<file path="src/sv/pfsf_pkg.sv">
// Package for the progression-free set filter.
// Item types, outcome codes, controller/datapath link types, default sizes.
// No dependencies.
package pfsf_pkg;

   localparam int SET_DEPTH_DEFAULT  = 64;
   localparam int VALUE_BITS_DEFAULT = 16;

   localparam logic       REQ_CLEAR = 1'b0;
   localparam logic       REQ_OFFER = 1'b1;

   localparam logic [2:0] OUT_STORED    = 3'd0;
   localparam logic [2:0] OUT_EQUATION  = 3'd1;
   localparam logic [2:0] OUT_FULL      = 3'd2;
   localparam logic [2:0] OUT_DUPLICATE = 3'd3;
   localparam logic [2:0] OUT_CLEARED   = 3'd4;

   typedef struct packed {
      logic        req_type;
      logic [15:0] candidate_value;
   } pfsf_req_type;

   typedef struct packed {
      logic       accepted;
      logic [2:0] outcome;
      logic [6:0] members_held;
   } pfsf_rsp_type;

   typedef struct packed {
      logic load;
      logic scan;
      logic finish;
   } pfsf_cmd_type;

   typedef struct packed {
      logic is_clear;
      logic count_zero;
      logic last_pair;
      logic out_hold;
   } pfsf_stat_type;

endpackage

</file>
<file path="src/sv/pfsf_ctrl.sv">
// Controller for the progression-free set filter.
// Sequences accept, pair scan, drain and commit. Depends on pfsf_pkg.
module pfsf_ctrl
   import pfsf_pkg::*;
(
   input  logic          clock,
   input  logic          reset,
   input  logic          req_valid,
   output logic          req_stall,
   input  pfsf_stat_type stat,
   output pfsf_cmd_type  cmd
);

   localparam logic [1:0] ST_IDLE   = 2'd0;
   localparam logic [1:0] ST_SCAN   = 2'd1;
   localparam logic [1:0] ST_DRAIN  = 2'd2;
   localparam logic [1:0] ST_FINISH = 2'd3;

   logic [1:0] state_ff;
   logic [1:0] state_in;

   always_comb begin
      state_in   = state_ff;
      cmd        = '0;
      unique case (state_ff)
         ST_IDLE: begin
            if (req_valid) begin
               cmd.load = 1'b1;
               state_in = ST_SCAN;
            end
         end
         ST_SCAN: begin
            if (stat.is_clear || stat.count_zero) begin
               state_in = ST_FINISH;
            end else begin
               cmd.scan = 1'b1;
               if (stat.last_pair) begin
                  state_in = ST_DRAIN;
               end
            end
         end
         ST_DRAIN: begin
            state_in = ST_FINISH;
         end
         ST_FINISH: begin
            if (!stat.out_hold) begin
               cmd.finish = 1'b1;
               state_in   = ST_IDLE;
            end
         end
         default: begin
            state_in = ST_IDLE;
         end
      endcase
   end

   assign req_stall = (state_ff != ST_IDLE);

   always_ff @(posedge clock) begin
      if (reset) begin
         state_ff <= ST_IDLE;
      end else begin
         state_ff <= state_in;
      end
   end

endmodule

</file>
<file path="src/sv/pfsf_dpath.sv">
// Datapath for the progression-free set filter.
// Member memory, pair indices, equation checks, count and result register.
// Depends on pfsf_pkg.
module pfsf_dpath
   import pfsf_pkg::*;
#(
   parameter int SET_DEPTH  = SET_DEPTH_DEFAULT,
   parameter int VALUE_BITS = VALUE_BITS_DEFAULT
)
(
   input  logic          clock,
   input  logic          reset,
   input  pfsf_req_type  req_data,
   input  pfsf_cmd_type  cmd,
   output pfsf_stat_type stat,
   output logic          rsp_valid,
   input  logic          rsp_stall,
   output pfsf_rsp_type  rsp_data
);

   localparam int IW = $clog2(SET_DEPTH);
   localparam int CW = $clog2(SET_DEPTH + 1);
   localparam int SW = VALUE_BITS + 2;

   logic [VALUE_BITS-1:0] mem [SET_DEPTH];

   logic [CW-1:0]         count_ff;
   logic [CW-1:0]         count_in;
   logic [VALUE_BITS-1:0] v_ff;
   logic                  clr_ff;
   logic [IW-1:0]         i_ff;
   logic [IW-1:0]         j_ff;
   logic [VALUE_BITS-1:0] p_ff;
   logic [VALUE_BITS-1:0] q_ff;
   logic                  vld_ff;
   logic                  ne_ff;
   logic                  dup_ff;
   logic                  eq_ff;
   logic                  rsp_valid_ff;
   logic                  rsp_valid_in;
   pfsf_rsp_type          rsp_data_ff;
   pfsf_rsp_type          rsp_data_in;

   logic [IW-1:0] last_idx;
   logic [SW-1:0] v_w;
   logic [SW-1:0] p_w;
   logic [SW-1:0] q_w;
   logic          eq_hit;
   logic          full;
   logic          store_en;

   assign last_idx = IW'(count_ff - CW'(1));
   assign v_w      = SW'(v_ff);
   assign p_w      = SW'(p_ff);
   assign q_w      = SW'(q_ff);
   assign full     = (count_ff == CW'(SET_DEPTH));

   // v+p=2q, p+q=2v, v+2p=3q, p+2v=3q, p+2q=3v
   assign eq_hit = (v_w + p_w == (q_w << 1))
                || (p_w + q_w == (v_w << 1))
                || (v_w + (p_w << 1) == (q_w << 1) + q_w)
                || (p_w + (v_w << 1) == (q_w << 1) + q_w)
                || (p_w + (q_w << 1) == (v_w << 1) + v_w);

   assign stat.is_clear   = (clr_ff == REQ_CLEAR);
   assign stat.count_zero = (count_ff == '0);
   assign stat.last_pair  = (i_ff == last_idx) && (j_ff == last_idx);
   assign stat.out_hold   = rsp_valid_ff && rsp_stall;

   always_comb begin
      store_en    = 1'b0;
      count_in    = count_ff;
      rsp_data_in = rsp_data_ff;
      if (cmd.finish) begin
         rsp_data_in.accepted = 1'b0;
         priority if (clr_ff == REQ_CLEAR) begin
            count_in                = '0;
            rsp_data_in.outcome     = OUT_CLEARED;
         end else if (dup_ff) begin
            rsp_data_in.outcome     = OUT_DUPLICATE;
         end else if (full) begin
            rsp_data_in.outcome     = OUT_FULL;
         end else if (eq_ff) begin
            rsp_data_in.outcome     = OUT_EQUATION;
         end else begin
            store_en                = 1'b1;
            count_in                = count_ff + CW'(1);
            rsp_data_in.accepted    = 1'b1;
            rsp_data_in.outcome     = OUT_STORED;
         end
         rsp_data_in.members_held = 7'(count_in);
      end
   end

   assign rsp_valid_in = cmd.finish || (rsp_valid_ff && rsp_stall);

   always_ff @(posedge clock) begin
      p_ff <= mem[i_ff];
      q_ff <= mem[j_ff];
      if (store_en) begin
         mem[IW'(count_ff)] <= v_ff;
      end
   end

   always_ff @(posedge clock) begin
      rsp_data_ff <= rsp_data_in;
      ne_ff       <= (i_ff != j_ff);
      if (cmd.load) begin
         v_ff   <= VALUE_BITS'(req_data.candidate_value);
         clr_ff <= req_data.req_type;
         i_ff   <= '0;
         j_ff   <= '0;
         dup_ff <= 1'b0;
         eq_ff  <= 1'b0;
      end else begin
         if (cmd.scan) begin
            if (j_ff == last_idx) begin
               j_ff <= '0;
               i_ff <= i_ff + IW'(1);
            end else begin
               j_ff <= j_ff + IW'(1);
            end
         end
         if (vld_ff) begin
            dup_ff <= dup_ff || (p_ff == v_ff);
            eq_ff  <= eq_ff || (ne_ff && eq_hit);
         end
      end
   end

   always_ff @(posedge clock) begin
      if (reset) begin
         count_ff     <= '0;
         vld_ff       <= 1'b0;
         rsp_valid_ff <= 1'b0;
      end else begin
         count_ff     <= count_in;
         vld_ff       <= cmd.scan;
         rsp_valid_ff <= rsp_valid_in;
      end
   end

   assign rsp_valid = rsp_valid_ff;
   assign rsp_data  = rsp_data_ff;

endmodule

</file>
<file path="src/sv/progression_free_set_filter_top.sv">
// Top level of the progression-free set filter.
// Joins pfsf_ctrl and pfsf_dpath. Depends on pfsf_pkg.
//
// Usage:
//   req channel: req_valid/req_stall with req_data (req_type, candidate_value).
//     req_type clear empties the set; offer tests candidate_value for entry.
//   rsp channel: rsp_valid/rsp_stall with rsp_data (accepted, outcome,
//     members_held); exactly one item per request, in order.
//   Flow: a clear or an offer to an empty set skips the pair scan and goes
//   straight to commit. An offer to a set of n members walks every ordered
//   pair of stored entries, one pair per cycle through the two read ports
//   of the member memory, then passes a drain state that lets the compare
//   stage finish before commit.
//   One item is processed at a time; req_stall is high from accept to
//   commit of the result, so the next item is taken in the cycle after commit.
//   The result sits in an output register; the next item may be accepted
//   while it waits. If rsp_stall holds the register, the following item
//   waits at its commit step until the register frees up.
//   Reset (synchronous) empties the set and drops any pending result.
module progression_free_set_filter_top
   import pfsf_pkg::*;
#(
   parameter int SET_DEPTH  = SET_DEPTH_DEFAULT,
   parameter int VALUE_BITS = VALUE_BITS_DEFAULT
)
(
   input  logic         clock,
   input  logic         reset,
   input  logic         req_valid,
   output logic         req_stall,
   input  pfsf_req_type req_data,
   output logic         rsp_valid,
   input  logic         rsp_stall,
   output pfsf_rsp_type rsp_data
);

   pfsf_cmd_type  cmd;
   pfsf_stat_type stat;

   pfsf_ctrl u_ctrl (
      .clock     (clock),
      .reset     (reset),
      .req_valid (req_valid),
      .req_stall (req_stall),
      .stat      (stat),
      .cmd       (cmd)
   );

   pfsf_dpath #(
      .SET_DEPTH  (SET_DEPTH),
      .VALUE_BITS (VALUE_BITS)
   ) u_dpath (
      .clock     (clock),
      .reset     (reset),
      .req_data  (req_data),
      .cmd       (cmd),
      .stat      (stat),
      .rsp_valid (rsp_valid),
      .rsp_stall (rsp_stall),
      .rsp_data  (rsp_data)
   );

endmodule
</file>
<file path="config.mk">
export PLATFORM = sky130hd
export DESIGN_NAME = progression_free_set_filter_top
export DESIGN_NICKNAME = d
export VERILOG_FILES = /design/src/sv/pfsf_pkg.sv /design/src/sv/pfsf_ctrl.sv /design/src/sv/pfsf_dpath.sv /design/src/sv/progression_free_set_filter_top.sv
export SDC_FILE = /design/constraint.sdc
export NUM_CORES = 2
export LEC_CHECK = 0
export BUFFER_PORTS_ARGS = -buffer_cell sky130_fd_sc_hd__clkbuf_2
export CAP_MARGIN = 20
export CELL_PAD_IN_SITES_DETAIL_PLACEMENT = 1
export CELL_PAD_IN_SITES_GLOBAL_PLACEMENT = 2
export CORE_ASPECT_RATIO = 2
export CORE_MARGIN = 10
export CORE_UTILIZATION = 45
export CTS_CLUSTER_DIAMETER = 30
export DETAILED_ROUTE_END_ITERATION = 12
export GPL_ROUTABILITY_DRIVEN = 0
export PLACE_DENSITY = 0.88
export SYNTH_ARGS = -nofsm -noshare
export SYNTH_HDL_FRONTEND = slang
export SYNTH_HIERARCHICAL = 1
export SYNTH_SLANG_ARGS = --single-unit
export TNS_END_PERCENT = 20
</file>
<file path="constraint.sdc">
create_clock -name clock -period 3.6 [get_ports clock]
set_input_delay 0.72 -clock clock [delete_from_list [all_inputs] [get_ports clock]]
set_output_delay 0.72 -clock clock [all_outputs]
set_load 0.05 [all_outputs]
</file>
==> qor.txt <==
critical path data required time = 4270 ps
library cells used by synthesis = 80
Die Ht = 519 um
Final TNS setup = 0 ps
Pre-antenna DRT Iters = 6
clk slew on worst S/H paths = 70 ps
Leak = 20.1 nW
PD cells = 526 mW/mm^2
DR iter-0 viols = 4576
H-Tree Level Count = 3
Crit. End Element = flop
drc violations = 0
cell mode on critical path = xnor2_1
multi-input logic area = 0.0229 mm^2
Tmin final = 3580 ps
worst skew pair latency = 760 ps
Core Region = 0.124 mm^2
area grow syn2layout = 15.3%
CTS root buf = clkbuf_16
Synth Register Bits = 1110
drt total wl = 205 mm
total track usage = 29.4%
Post-synth EDFFs = 1052
Synth Instances = 3004
FP Rows = 183
Worst setup SP type = flop
Worst Max-Slew Pin Slew = 861 ps
maxcap violations = 0
final setup fails = 0
largest stage delay on the critical path = 590 ps
pins over their slew limit = 0
# IOs = 34
Worst slew margin = 42.6%
TritonCTS clock tree = yes
Sw Pwr = 9.98 mW
Filler cells = 11.2k
ys async rst share = 0%
crit path cell chain = buf_4, buf_6, ha_1, a21oi_1, o211ai_1, a211o_1, xnor2_1, xnor2_1, nor4_1, nand4_1, or4_4, a21oi_4, a311o_1
most frequent cells after synthesis = 1052 x edfxtp_1, 672 x mux4_2, 150 x nor2_1
outcome = completed
Max Freq = 279 MHz
Switching Fraction = 29.4%
Ys Warns = 6
global route overflow = 0
WP buf/inv = 2
Die X-Extent = 270 um
Layout Nets = 3402
CTS Buf Count = 119
Arr. time, crit path = 4250 ps
vias in the first global route = 38.0k
Crit path max-delay family = simple AND/OR/NAND/NOR gates
Hold Vio Cnt, Final = 0
layout cells sized above 1 = 39.9%
pin count of the biggest net entering global routing = 65
clk sinks = 1110
top cell type's share of synthesized area = 56.3%
Seq pwr share = 44.4%
Placement Setup Slack = -277 ps
Sequential Area = 0.0328 mm^2
maximum buffer depth of the clock tree = 3
syn avg cell area = 18.7 um^2
Synthesized Nets = 3150
min-delay worst type = in2reg
WL per Instance = 40.8 um
Crit Path Class = reg2reg
post-DP HPWL = 137 mm
Initial Util = 45.2%
Via density = 7.02
worst hold slack = 141 ps
clock network power share = 37.1%
placed cell count = 4786
unrepaired setup endpoints after global routing = true
Final WS setup = 21.7 ps
biggest area consumer among synthesized cells = edfxtp_1
Detail Route Antenna Nets = 0
Internal Power = 24.0 mW
initial antenna violation count = 24
worst vdd ir = 0.393 mV
first-pass GRT wire length = 292 mm
Finished Layout Cells = 5034
Logic pwr share = 18.5%
Max stage delay cell, worst path = or4_4
crit-path max FO = 3
Final period util = 99.4%
DIE AREA = 0.140 mm^2
detailed-route via count = 35.3k
Seq/Total Area, Yosys = 58.4%
Synth area leaders = edfxtp_1 56%, mux4_2 27%, ha_1 2.6%
Synth Cell Area = 0.0561 mm^2
IO Port Bufs = 33
ys flop type = edfxtp_1
Fin Clk Skew = 31.3 ps
most common cell in the synthesized netlist = edfxtp_1
## path summary, 6_finish.rpt
check | from | endpoint | slack [ps] | cells past startpoint
worst max-delay path | u_dpath/v_ff[1]$_DFFE_PP_ | u_dpath/eq_ff$_SDFFE_PP0P_ | 20 | 13
worst min-delay path | req_data[8] | u_dpath/v_ff[8]$_DFFE_PP_ | 140 | 1
worst min register to register | u_dpath/count_ff[6]$_SDFFE_PP0P_ | u_dpath/count_ff[6]$_SDFFE_PP0P_ | 610 | 2
worst max register to register | u_dpath/v_ff[1]$_DFFE_PP_ | u_dpath/eq_ff$_SDFFE_PP0P_ | 20 | 13
## logic make-up (layout without fill, tap and decap cells)
kind of cell	Yosys count	after routing	synth area share (%)
xor+xnor	182	182	2.98
fa+ha+maj	125	125	2.88
compound gates	304	304	3.71
mux	686	686	27.2
other cells	0	9	0
simple gates	378	378	3.29
flops	1110	1110	58.4
buf+inv	219	575	1.47
## repair_timing
item                       CTS  global route
gates resized for setup     12            34
setup endpoints to repair    1             1
hold buffers                 0             0
setup buffers                2            11
pin swaps                    3            17
## worst register-to-register path, stage by stage, from the launching register on
cell,delay [ps]
edfxtp_1,450
buf_4,170
buf_6,110
ha_1,310
a21oi_1,190
o211ai_1,180
a211o_1,350
xnor2_1,220
xnor2_1,80
nor4_1,350
nand4_1,150
or4_4,590
a21oi_4,190
a311o_1,150
## power groups by stage
stage / combinational [mW] / clock, mW / sequential [mW]
2_1_floorplan: 3.40 / 0 / 15.8
3_3_place_gp: 5.59 / 0 / 15.4
3_5_place_dp: 5.86 / 0 / 15.4
5_1_grt: 6.70 / 13.2 / 15.1
4_1_cts: 5.97 / 12.7 / 15.1
6_report: 6.28 / 12.6 / 15.1
## cells in the final DEF (no fill, tap or decap), drive strengths merged, types with 7 or more instances in the layout
cell      count
a21o         38
nand4        20
ha          118
o21a         15
o21ai        47
and3          9
a31oi        16
xnor2       108
o21bai       14
nand2b        7
fa            7
mux2i        13
nor2b        10
nor3         21
clkinvlp     16
inv          72
clkinv       44
nand3        27
or3          10
o211ai       19
nand3b        7
diode         9
or2           7
nor4         19
mux4        672
nor2        150
dfxtp        58
edfxtp     1052
a211oi       12
a21oi        84
xor2         69
clkbuf      161
buf         278
nand2        64
## layer usage
metal	GRT usage, %	wire [um]	vias to the layer above
met2	50.0	104000	2743
met5	0	138	-
met1	29.5	58700	18300
met4	26.5	21900	22
li1	-	-	13300
met3	7.19	20200	956
## final cells by class
type                            instances  share of cell area [%]
Antenna cell                            9                  0.0348
Inverter                               38                   0.221
Clock buffer                          127                    4.75
Sequential cell                      1110                    50.7
Tap cell                             1665                    3.22
Multi-Input combinational cell       1675                    35.4
Timing Repair Buffer                  312                    4.19
Clock inverter                         98                    1.50
## registers in the layout, indices dropped and copies added, names as in the netlist
name,cells
u_dpath/count_ff,7
u_ctrl/state_ff,2
u_dpath/q_ff,16
u_dpath/i_ff,6
u_dpath/ne_ff,1
u_dpath/p_ff,16
u_dpath/j_ff,6
u_dpath/v_ff,16
u_dpath/eq_ff,1
u_dpath/clr_ff,1
u_dpath/vld_ff,1
u_dpath/mem,1024
u_dpath/rsp_data,11
u_dpath/dup_ff,1
u_dpath/rsp_valid,1
## stage by stage
step	total power [mW]	instance area [um^2]	utilization, %
2_1_floorplan	19.2	56100	-
3_5_place_dp	21.3	60300	48.6
3_3_place_gp	21.0	60300	48.6
5_1_grt	35.0	64700	52.1
6_report	34.0	64700	52.1
4_1_cts	33.8	64400	51.9
(Power assumes the default switching activity.)
